--- src/rtl/hrlp_pkg.sv ---
// Shared types and constants for the HTTP request line parser.
package hrlp_pkg;

    // One request byte with its framing marks
    typedef struct packed {
        logic [7:0] data_byte;
        logic       first_byte;
        logic       last_byte;
    } req_beat_t;

    // One verdict on a request line
    typedef struct packed {
        logic        status;
        logic [11:0] line_bytes;
        logic [10:0] method_offset;
        logic [3:0]  method_len;
        logic [10:0] target_offset;
        logic [5:0]  target_len;
        logic [10:0] version_offset;
        logic [3:0]  version_len;
    } res_beat_t;

    localparam logic STATUS_OK  = 1'b0;
    localparam logic STATUS_BAD = 1'b1;

    localparam logic [7:0] CHR_NUL   = 8'h00;
    localparam logic [7:0] CHR_TAB   = 8'h09;
    localparam logic [7:0] CHR_LF    = 8'h0A;
    localparam logic [7:0] CHR_CR    = 8'h0D;
    localparam logic [7:0] CHR_SPACE = 8'h20;
    localparam logic [7:0] CHR_SLASH = 8'h2F;
    localparam logic [7:0] CHR_DOT   = 8'h2E;
    localparam logic [7:0] CHR_UNDER = 8'h5F;
    localparam logic [7:0] CHR_DASH  = 8'h2D;

    localparam int unsigned VER_PREFIX_LEN = 5;
    localparam int unsigned VER_LEN_SAT    = 15;

    // "HTTP/"
    localparam logic [7:0] VER_PREFIX [VER_PREFIX_LEN] = '{8'h48, 8'h54, 8'h54, 8'h50, 8'h2F};

endpackage

--- src/rtl/hrlp_core.sv ---
// Request line state: character classes, token phases, counters and verdict.
module hrlp_core #(
    parameter int MAX_LINE   = 2048,
    parameter int METHOD_MAX = 8,
    parameter int TARGET_MAX = 63
) (
    input  logic                clk,
    input  logic                rst_n,
    input  logic                step,
    input  hrlp_pkg::req_beat_t beat,
    output logic                fire,
    output hrlp_pkg::res_beat_t result
);
    import hrlp_pkg::*;

    localparam int TLEN_A   = (METHOD_MAX > TARGET_MAX) ? METHOD_MAX : TARGET_MAX;
    localparam int TLEN_TOP = ((TLEN_A > VER_LEN_SAT) ? TLEN_A : VER_LEN_SAT) + 1;
    localparam int TLEN_W   = ($clog2(TLEN_TOP + 1) > 6) ? $clog2(TLEN_TOP + 1) : 6;
    localparam int POS_W    = ($clog2(MAX_LINE + 1) > 12) ? $clog2(MAX_LINE + 1) : 12;

    typedef enum logic [2:0] {
        PH_PRE_METHOD,
        PH_METHOD,
        PH_PRE_TARGET,
        PH_TARGET,
        PH_PRE_VERSION,
        PH_VERSION,
        PH_TAIL
    } phase_t;

    function automatic logic is_ws(input logic [7:0] b);
        return (b == CHR_SPACE) || ((b >= CHR_TAB) && (b <= CHR_CR));
    endfunction

    function automatic logic is_alpha(input logic [7:0] b);
        return ((b >= 8'h41) && (b <= 8'h5A)) || ((b >= 8'h61) && (b <= 8'h7A));
    endfunction

    function automatic logic is_target_char(input logic [7:0] b);
        return is_alpha(b) || ((b >= 8'h30) && (b <= 8'h39))
            || (b == CHR_DOT) || (b == CHR_UNDER) || (b == CHR_DASH);
    endfunction

    phase_t              phase_reg, phase_next, cur_phase;
    logic [POS_W-1:0]    pos_reg, pos_next, cur_pos, pos_inc;
    logic [TLEN_W-1:0]   tlen_reg, tlen_next, cur_tlen, tlen_inc;
    logic                cr_reg, cr_next, cur_cr;
    logic [2:0]          pfx_reg, pfx_next, cur_pfx;
    logic                given_reg;
    logic [10:0]         m_off_reg, m_off_next, cur_m_off;
    logic [3:0]          m_len_reg, m_len_next, cur_m_len;
    logic [10:0]         t_off_reg, t_off_next, cur_t_off;
    logic [5:0]          t_len_reg, t_len_next, cur_t_len;
    logic [10:0]         v_off_reg, v_off_next, cur_v_off;
    logic [3:0]          v_len_reg, v_len_next, cur_v_len;

    logic [7:0] b;
    logic       ws, live, lf_end, early_fail, char_fail, ok_path, fail, good;

    always_comb
    begin
        b     = beat.data_byte;
        ws    = is_ws(b);
        live  = step && (beat.first_byte || !given_reg);

        // A first byte starts from a cleared parse
        cur_phase = beat.first_byte ? PH_PRE_METHOD : phase_reg;
        cur_pos   = beat.first_byte ? '0 : pos_reg;
        cur_tlen  = beat.first_byte ? '0 : tlen_reg;
        cur_cr    = beat.first_byte ? 1'b0 : cr_reg;
        cur_pfx   = beat.first_byte ? '0 : pfx_reg;
        cur_m_off = beat.first_byte ? '0 : m_off_reg;
        cur_m_len = beat.first_byte ? '0 : m_len_reg;
        cur_t_off = beat.first_byte ? '0 : t_off_reg;
        cur_t_len = beat.first_byte ? '0 : t_len_reg;
        cur_v_off = beat.first_byte ? '0 : v_off_reg;
        cur_v_len = beat.first_byte ? '0 : v_len_reg;

        phase_next = cur_phase;
        pos_next   = cur_pos;
        tlen_next  = cur_tlen;
        cr_next    = cur_cr;
        pfx_next   = cur_pfx;
        m_off_next = cur_m_off;
        m_len_next = cur_m_len;
        t_off_next = cur_t_off;
        t_len_next = cur_t_len;
        v_off_next = cur_v_off;
        v_len_next = cur_v_len;

        tlen_inc  = cur_tlen + 1'b1;
        pos_inc   = cur_pos + 1'b1;
        char_fail = 1'b0;

        lf_end     = (b == CHR_LF) && cur_cr;
        early_fail = !lf_end && ((cur_pos >= POS_W'(MAX_LINE)) || (b == CHR_NUL));

        if (!lf_end && !early_fail)
        begin
            unique case (cur_phase)
                PH_PRE_METHOD:
                begin
                    if (!ws)
                    begin
                        if (!is_alpha(b))
                            char_fail = 1'b1;
                        else
                        begin
                            m_off_next = cur_pos[10:0];
                            tlen_next  = TLEN_W'(1);
                            phase_next = PH_METHOD;
                        end
                    end
                end
                PH_METHOD:
                begin
                    if (ws)
                    begin
                        m_len_next = cur_tlen[3:0];
                        phase_next = PH_PRE_TARGET;
                    end
                    else if (!is_alpha(b))
                        char_fail = 1'b1;
                    else
                    begin
                        tlen_next = tlen_inc;
                        char_fail = tlen_inc > TLEN_W'(METHOD_MAX);
                    end
                end
                PH_PRE_TARGET:
                begin
                    if (!ws)
                    begin
                        if (b != CHR_SLASH)
                            char_fail = 1'b1;
                        else
                        begin
                            t_off_next = cur_pos[10:0];
                            tlen_next  = '0;
                            phase_next = PH_TARGET;
                        end
                    end
                end
                PH_TARGET:
                begin
                    if (ws)
                    begin
                        if (cur_tlen == '0)
                            char_fail = 1'b1;
                        else
                        begin
                            t_len_next = cur_tlen[5:0];
                            phase_next = PH_PRE_VERSION;
                        end
                    end
                    else if (!is_target_char(b))
                        char_fail = 1'b1;
                    else
                    begin
                        tlen_next = tlen_inc;
                        char_fail = tlen_inc > TLEN_W'(TARGET_MAX);
                    end
                end
                PH_PRE_VERSION:
                begin
                    if (!ws)
                    begin
                        if (b != VER_PREFIX[0])
                            char_fail = 1'b1;
                        else
                        begin
                            v_off_next = cur_pos[10:0];
                            tlen_next  = TLEN_W'(1);
                            pfx_next   = 3'd1;
                            phase_next = PH_VERSION;
                        end
                    end
                end
                PH_VERSION:
                begin
                    if (ws)
                    begin
                        if (cur_pfx < 3'(VER_PREFIX_LEN))
                            char_fail = 1'b1;
                        else
                        begin
                            v_len_next = cur_tlen[3:0];
                            phase_next = PH_TAIL;
                        end
                    end
                    else
                    begin
                        if (cur_tlen < TLEN_W'(VER_LEN_SAT))
                            tlen_next = tlen_inc;
                        if (cur_pfx < 3'(VER_PREFIX_LEN))
                        begin
                            if (b != VER_PREFIX[cur_pfx])
                                char_fail = 1'b1;
                            else
                                pfx_next = cur_pfx + 3'd1;
                        end
                    end
                end
                PH_TAIL:
                begin
                    // Further tokens are ignored
                end
                default:
                begin
                end
            endcase
        end

        ok_path = !lf_end && !early_fail && !char_fail;
        if (ok_path)
        begin
            cr_next = (b == CHR_CR);
            if (cur_pos < POS_W'(MAX_LINE))
                pos_next = pos_inc;
        end

        fail = early_fail || char_fail || (ok_path && beat.last_byte);
        fire = live && (lf_end || fail);
        good = lf_end && (cur_phase == PH_TAIL);

        result = '0;
        if (good)
        begin
            result.status         = STATUS_OK;
            result.line_bytes     = pos_inc[11:0];
            result.method_offset  = cur_m_off;
            result.method_len     = cur_m_len;
            result.target_offset  = cur_t_off;
            result.target_len     = cur_t_len;
            result.version_offset = cur_v_off;
            result.version_len    = cur_v_len;
        end
        else
            result.status = STATUS_BAD;
    end

    always_ff @(posedge clk or negedge rst_n)
    begin
        if (!rst_n)
        begin
            phase_reg <= PH_PRE_METHOD;
            pos_reg   <= '0;
            tlen_reg  <= '0;
            cr_reg    <= 1'b0;
            pfx_reg   <= '0;
            given_reg <= 1'b1;
            m_off_reg <= '0;
            m_len_reg <= '0;
            t_off_reg <= '0;
            t_len_reg <= '0;
            v_off_reg <= '0;
            v_len_reg <= '0;
        end
        else if (live)
        begin
            phase_reg <= phase_next;
            pos_reg   <= pos_next;
            tlen_reg  <= tlen_next;
            cr_reg    <= cr_next;
            pfx_reg   <= pfx_next;
            given_reg <= lf_end || fail;
            m_off_reg <= m_off_next;
            m_len_reg <= m_len_next;
            t_off_reg <= t_off_next;
            t_len_reg <= t_len_next;
            v_off_reg <= v_off_next;
            v_len_reg <= v_len_next;
        end
    end

endmodule

--- src/rtl/http_request_line_parser.sv ---
// Top level of the HTTP request line parser: beat registers and handshakes.
//
// Usage
//   req channel: one request byte per beat (req_valid, req_stall, req_beat).
//   first_byte opens a request and clears any unfinished parse; last_byte
//   marks the end of the buffer. Bytes that follow a verdict without a new
//   first_byte are swallowed.
//   res channel: at most one verdict beat per request (res_valid, res_stall,
//   res_beat), at the LF closing CR LF or at the first byte that dooms the
//   line. A bad request carries zeros in every field but status.
// Timing
//   Path: a byte taken into the input register passes through the core and its
//   verdict is loaded into the result register, from which it is offered.
//   Throughput: one byte per cycle while req_stall is low; the byte step is a
//   single pass of character compares and counter updates.
// Reset and stall
//   Reset empties both beat registers and leaves the parser waiting for a
//   first_byte. While res_stall holds a waiting verdict, one more byte is
//   taken into the input register and req_stall then rises until the
//   verdict drains.
module http_request_line_parser #(
    parameter int MAX_LINE   = 2048,
    parameter int METHOD_MAX = 8,
    parameter int TARGET_MAX = 63
) (
    input  logic                clk,
    input  logic                rst_n,
    input  logic                req_valid,
    output logic                req_stall,
    input  hrlp_pkg::req_beat_t req_beat,
    output logic                res_valid,
    input  logic                res_stall,
    output hrlp_pkg::res_beat_t res_beat
);
    import hrlp_pkg::*;

    logic      in_vld_reg;
    req_beat_t in_beat_reg;
    logic      out_vld_reg;
    res_beat_t out_beat_reg;

    logic      advance;
    logic      core_fire;
    res_beat_t core_res;

    // The held byte moves on whenever the result slot is free or draining
    assign advance   = in_vld_reg && (!out_vld_reg || !res_stall);
    assign req_stall = in_vld_reg && !advance;

    always_ff @(posedge clk or negedge rst_n)
    begin
        if (!rst_n)
            in_vld_reg <= 1'b0;
        else if (!req_stall)
            in_vld_reg <= req_valid;
    end

    always_ff @(posedge clk)
    begin
        if (!req_stall && req_valid)
            in_beat_reg <= req_beat;
    end

    hrlp_core #(
        .MAX_LINE   (MAX_LINE),
        .METHOD_MAX (METHOD_MAX),
        .TARGET_MAX (TARGET_MAX)
    ) u_core (
        .clk    (clk),
        .rst_n  (rst_n),
        .step   (advance),
        .beat   (in_beat_reg),
        .fire   (core_fire),
        .result (core_res)
    );

    // Result register: loads a fresh verdict, else empties once taken
    always_ff @(posedge clk or negedge rst_n)
    begin
        if (!rst_n)
            out_vld_reg <= 1'b0;
        else if (advance && core_fire)
            out_vld_reg <= 1'b1;
        else if (!res_stall)
            out_vld_reg <= 1'b0;
    end

    always_ff @(posedge clk)
    begin
        if (advance && core_fire)
            out_beat_reg <= core_res;
    end

    assign res_valid = out_vld_reg;
    assign res_beat  = out_beat_reg;

    // Input side only ever stalls behind a held verdict
    a_stall_cause: assert property (@(posedge clk) disable iff (!rst_n)
        req_stall |-> (res_valid && res_stall))
        else $error("req_stall without a stalled verdict");

    // Bad verdicts carry nothing but status
    a_bad_zero: assert property (@(posedge clk) disable iff (!rst_n)
        (res_valid && (res_beat.status == STATUS_BAD)) |->
        ((res_beat.line_bytes == '0) && (res_beat.method_len == '0)
         && (res_beat.target_len == '0) && (res_beat.version_len == '0)))
        else $error("bad request verdict with non-zero fields");

    // An accepted line has at least the full version prefix
    a_ok_version: assert property (@(posedge clk) disable iff (!rst_n)
        (res_valid && (res_beat.status == STATUS_OK)) |->
        (res_beat.version_len >= 4'(VER_PREFIX_LEN)))
        else $error("accepted line with short version token");

endmodule
--- config.mk ---
export PLATFORM = sky130hd
export DESIGN_NAME = http_request_line_parser
export DESIGN_NICKNAME = d
export VERILOG_FILES = /design/src/rtl/hrlp_pkg.sv /design/src/rtl/hrlp_core.sv /design/src/rtl/http_request_line_parser.sv
export SDC_FILE = /design/constraint.sdc
export NUM_CORES = 1
export LEC_CHECK = 0
export ABC_AREA = 1
export BUFFER_PORTS_ARGS = -buffer_cell sky130_fd_sc_hd__buf_2
export CAP_MARGIN = 20
export CORE_ASPECT_RATIO = 1.25
export CORE_MARGIN = 2
export CORE_UTILIZATION = 64
export CTS_CLUSTER_DIAMETER = 200
export DETAILED_ROUTE_END_ITERATION = 7
export GPL_TIMING_DRIVEN = 0
export PLACE_DENSITY = 0.89
export RECOVER_POWER = 100
export SYNTH_ARGS = -nofsm -noshare
export SYNTH_HDL_FRONTEND = slang
export SYNTH_HIERARCHICAL = 1
export SYNTH_SLANG_ARGS = --single-unit
--- constraint.sdc ---
create_clock -name clk -period 16.4 [get_ports clk]
set_clock_uncertainty 0.2 [all_clocks]
set_input_delay 0.82 -clock clk [delete_from_list [all_inputs] [get_ports clk]]
set_output_delay 0.82 -clock clk [all_outputs]
set_load 0.01 [all_outputs]
======== Word level (Yosys, flattened, before mapping) ========
Memory sizes are Yosys's and may differ from the RTL's.
Index checks and enable logic that the tools add are counted.
word-level totals
  register bits after elaboration ......... 146
  bits in read-only memories .............. 64
  input port bits ......................... 14
  output and inout bits ................... 62
  logic and storage cells ................. 193
  memories ................................ 1
memory list
  name             words  width  read ports  clocked after Yosys merged registers in  wr ports  RTL line          source
  (no name shown)  8      8      1           0                                        0         hrlp_core.sv:197  if (b != VER_PREFIX[cur_pfx])
operators by class
  add/sub/neg operators ................... 3
  $lt $le $gt $ge ......................... 15
  eq/ne operators ......................... 16
  multiplexer cells ....................... 93
  bitwise operators ....................... 1
  reductions and logical operators ........ 39
operators by type and width
  operator                 number
  $mux W11                 15
  $mux W7                  14
  $mux W3                  20
  $pmux W7 S6              1
  $mux W12                 3
  $mux W4                  9
  $mux W6                  5
  $eq A8 B6 Y1 const B     3
  $mux W1                  21
  $pmux W3 S6              1
  $eq A8 B4 Y1 const B     2
  $ge A8 B7 Y1 const B     2
  $le A8 B7 Y1 const B     2
  $logic_and A1 B1 Y1      16
  $mux W8                  2
  $add A12 B1 Y12 const B  1
  $ge A12 B12 Y1 const B   1
  $logic_or A1 B1 Y1       12
  $lt A12 B12 Y1 const B   1
  $eq A3 B3 Y1 const B     3
  $eq A8 B7 Y1 const B     1
  $ge A8 B4 Y1 const B     1
  $ge A8 B6 Y1 const B     1
  $le A8 B4 Y1 const B     1
  21 further kinds         29

======== Longest topological paths before layout ========
  depth in word-level cells ............... 19
  gate-level depth with buffers ........... 20
  gate-level depth less buffers ........... 19

======== Cells and area by module ========
The synthesis kept the hierarchy.
by module, submodules not included
  module                    times used  cells each  area an instance (um^2)  seq. area each (um^2)
  hrlp_core                 1           875         5674.2                   1853.0
  http_request_line_parser  1           85          2203.4                   2152.1

======== Worst setup path before layout ========
OpenSTA, ideal clock, no wires.
  path type ............................... reg2reg
  start ................................... register in_beat_reg[1] (netlist bit)
  end ..................................... register out_beat_reg (netlist bit res_beat[0]) (enable)
  library setup time ...................... 478 ps
  arrival ................................. 4561 ps
  data required time ...................... 15722 ps
  path slack .............................. 11161 ps
  cell stages (with the launch flop) ...... 21
  buffers on the path ..................... 2
  period minus slack after synthesis ...... 5239 ps
  cells stage by stage .................... edfxtp_1 > buf_6 > clkbuf_1 > nor2_1 > inv_1 > ha_1 > inv_1 > nand2_1 > nand3_1 > nand2_1 > nand2_1 > inv_1 > nand2_1 > nand2_1 > inv_2 > nor2_2 > nand4_4 > nor2_1 > nor2_1 > inv_1 > nor2_1
on the way
  word-level cells in the longest chain between the ends .. 18
  elaborated cells between the ends (all ways) .. 49
  classes of those cells .................. add/sub (1); order compare (4); eq/ne (6); mux (18); bitwise (1); reduce/logical (18); memory (1)
RTL lines
  what                                                                    RTL line                        source
  start: declaration                                                      http_request_line_parser.sv:38  req_beat_t in_beat_reg;
  start signal: assignment                                                http_request_line_parser.sv:61  in_beat_reg <= req_beat;
  parallel branches: the longest is 16 deep, another holds $add A7 B1 Y7  n/a
  $logic_and A1 B1 Y1 *                                                   hrlp_core.sv:223                fire = live && (lf_end || fail);
  net core_fire                                                           http_request_line_parser.sv:43  logic core_fire;
  $logic_and A1 B1 Y1 *                                                   http_request_line_parser.sv:90  if (advance && core_fire)
  end signal: assignment                                                  http_request_line_parser.sv:91  out_beat_reg <= core_res;
  end: declaration                                                        http_request_line_parser.sv:40  res_beat_t out_beat_reg;
Mark *: on every way through the listed nets, which the timed path passes. The select of a mux whose other input is x is not followed.
A chain may end at the register's enable or synchronous reset.

======== Worst setup path in the final report ========
  start ................................... register in_beat_reg[1] (netlist bit)
  end ..................................... register out_beat_reg (netlist bit res_beat[42]) (enable)
The elaborated chain is that of the path after synthesis.

==> run metrics <==
Vias=7449; Post-CTS Setup Bufs=0; Clk pin slew, worst setup/hold paths=~0.07 ns; routability cong.=between 1 and 1.5; CTS buffer count=17; combinational share of power=0.290; EDFF count, synth=70; CTS tree=done; final setup TNS=0 ns; Worst EP arrival=between 7 and 8 ns; syn_area_per_cell=8.21 µm²; number of cell rows=45; Gate Count Post-Synth=960; crit path buf inv count=5; CORE AREA=12100 µm²; initial antenna violation count=0; CP max FO=38; P_leak=between 3 and 4 nW; worst r2r dst=res_beat[42]$_DFFE_PP_; first-pass GRT wire length=36000 µm; maximum vdd ir drop=0.0720 mV; Crit. Startpoint=in_beat_reg[1]$_DFFE_PP_; Seq/Total Area, Yosys=0.508; Syn Nets=982; clock sink count=approximately 150; Top-Level Pins=76; Root Buffer=clkbuf_16; largest area contributor in the netlist=edfxtp_1; Setup crit start kind=register; top_reg_cell synth=dfrtp_1; Seq cells post-synth=roughly 150; Slew @ Worst Pin=roughly 4.0 ns; Reg2Reg Setup Slack=between 8 and 9 ns; failing checks=design-rule violations, max-capacitance violations, max-slew violations; Internal Power=around 800 µW; CTS resizes=0; die width=roughly 100 µm; PortBufs=between 70 and 80; status=finished, violations left; fin crit share=0.454; full die area=~13000 µm²; ANT nets after route=0; clk buf depth=2; Synth Cell Area=about 8000 µm²; Final setup viols=0; power per cell area=between 100 and 150 nW/µm²; Slew headroom=-1.65; Post-Place Worst Slack=approximately 12 ns; Crit path max-delay family=buffers and inverters; chip height=128 µm; top cells by count, synth=nand2_1 (202), nor2_1 (112), inv_1 (106); placed cells=1201; Switching Share=0.384; critical path type=reg2reg; RSZ-0062 raised after global routing=no; Final Hold Vio Count=0; Post-Route WL=22600 µm; Initial Utilization=0.651; DRT Pass-1 Iters=8; worst r2r src=in_beat_reg[1]$_DFFE_PP_; dpl hpwl=around 16000 µm; Ys Warns=6; share of cells above drive strength 1=0.0795; crit-path most repeated cell=nor2_1; Power, Total=1.28 mW; DR iter-0 viols=857; H-tree levels=4; r2r worst-path depth=17; max capacitance violation total=3; worst skew pair latency=between 0.4 and 0.5 ns; Seq pwr share=0.423; synth unique cells=45; vias in the first global route=between 7k and 8k; Final Instance Count excl. Fillers=approximately 1.2k; critical path's slowest cell=nor2_1; GRT overflow=0; Total GRT Usage=0.361; Yosys top cell area share=0.267; Critical Path End Type=register; DRC viols=4; ant diodes=0; slowest cell delay on critical path=1.48 ns; Clk pwr share=0.286; Cell Chain, Critical Path=clkbuf_1, clkinvlp_2, nand2_1, inv_1, ha_1, nand3_1, nor2_1, nand3_1, nand2_1, nand3_1, nand2_1, nand4_1, nor2_1, nor2_1, inv_1, nor2_1, clkbuf_1; WP data required=16.20 ns; final slew viol count=134; Hold WC Path Type=in2async; routed length per instance=roughly 18 µm; Final min period=between 7 and 8 ns; Vias/cell=between 6 and 7; largest net degree at the start of global routing=slightly above 70; asr flop ratio synth=0.521; Layout area overhead=12.3%; largest cells by area after synthesis=edfxtp_1 (27%), dfrtp_1 (24%), nand2_1 (9.6%); switching pwr=approximately 490 µW; worst setup margin=8.95 ns; fin nets=approximately 1.1k; fmax=134 MHz; Largest register FFs=60; most common cell in the netlist=nand2_1; hold_buf cts=0
==> metrics by stage <==
stage	area [µm²]	hold slack [ns]	utilization
floorplan	7880	0.249	-
CTS	9070	0.00922	0.750
global route	8850	0.0932	0.731
global placement	8460	0.262	0.699
finish	8850	0.0789	0.731
detailed placement	8520	0.266	0.703
==> kinds of logic (layout without fill, tap and decap cells) <==
group / count (synthesis) / count (layout) / synth area share
xor+xnor: 6 / 6 / 0.00667
buf+inv: 166 / 275 / 0.0862
fa+ha+maj: 8 / 8 / 0.0127
simple gates: 459 / 459 / 0.262
compound gates: 175 / 175 / 0.124
flops: 146 / 146 / 0.508
==> power groups by stage <==
stage / sequential (mW) / clock [mW] / combinational [mW]
global route: 0.551 / 0.385 / 0.407
finish: 0.541 / 0.366 / 0.371
floorplan: 0.538 / 0 / 0.248
detailed placement: 0.541 / 0 / 0.365
global placement: 0.541 / 0 / 0.351
CTS: 0.537 / 0.369 / 0.373
==> area by class of cell <==
cell class / count / area (µm²)
fillers: 937 / 3260
flip-flops and latches: 146 / 4010
inverters: 121 / 455
multi-input cells: 648 / 3150
plain buffers: 45 / 176
clock buffers: 18 / 439
well taps: 164 / 205
clock inverters: 14 / 119
repair buffers: 77 / 304
==> cell usage in the layout (no fill, tap or decap), types with 8 or more instances in the layout <==
master | Yosys | layout
nand3_1 | 57 | 57
nor2_1 | 112 | 115
clkbuf_16 | 0 | 17
o211ai_1 | 16 | 16
edfxtp_1 | 70 | 70
buf_2 | 9 | 15
nand2_1 | 202 | 208
a31oi_1 | 11 | 11
a21oi_1 | 46 | 46
inv_2 | 13 | 10
o21ai_0 | 75 | 79
nor3_1 | 29 | 30
ha_1 | 8 | 8
nand4_1 | 22 | 23
dfrtp_1 | 75 | 75
clkbuf_1 | 26 | 102
inv_1 | 106 | 109
==> worst max path at each step <==
stage	endpoint	cells after the start	slack, ns
finish	res_beat[42]$_DFFE_PP_	17	8.95
global route	res_beat[53]$_DFFE_PP_	19	8.51
CTS	res_beat[42]$_DFFE_PP_	18	12.37
detailed placement	res_beat[40]$_DFFE_PP_	18	12.38
global placement	res_beat[1]$_DFFE_PP_	17	9.69
floorplan	res_beat[0]$_DFFE_PP_	20	11.16
==> per-layer routing <==
layer	GRT usage	vias up	share of wire
met4	0.224	0	0.067
met1	0.428	3422	0.36
met2	0.595	505	0.49
met5	0	-	0
met3	0.0692	129	0.087
li1	-	3393	-
(Power assumes the default switching activity.)
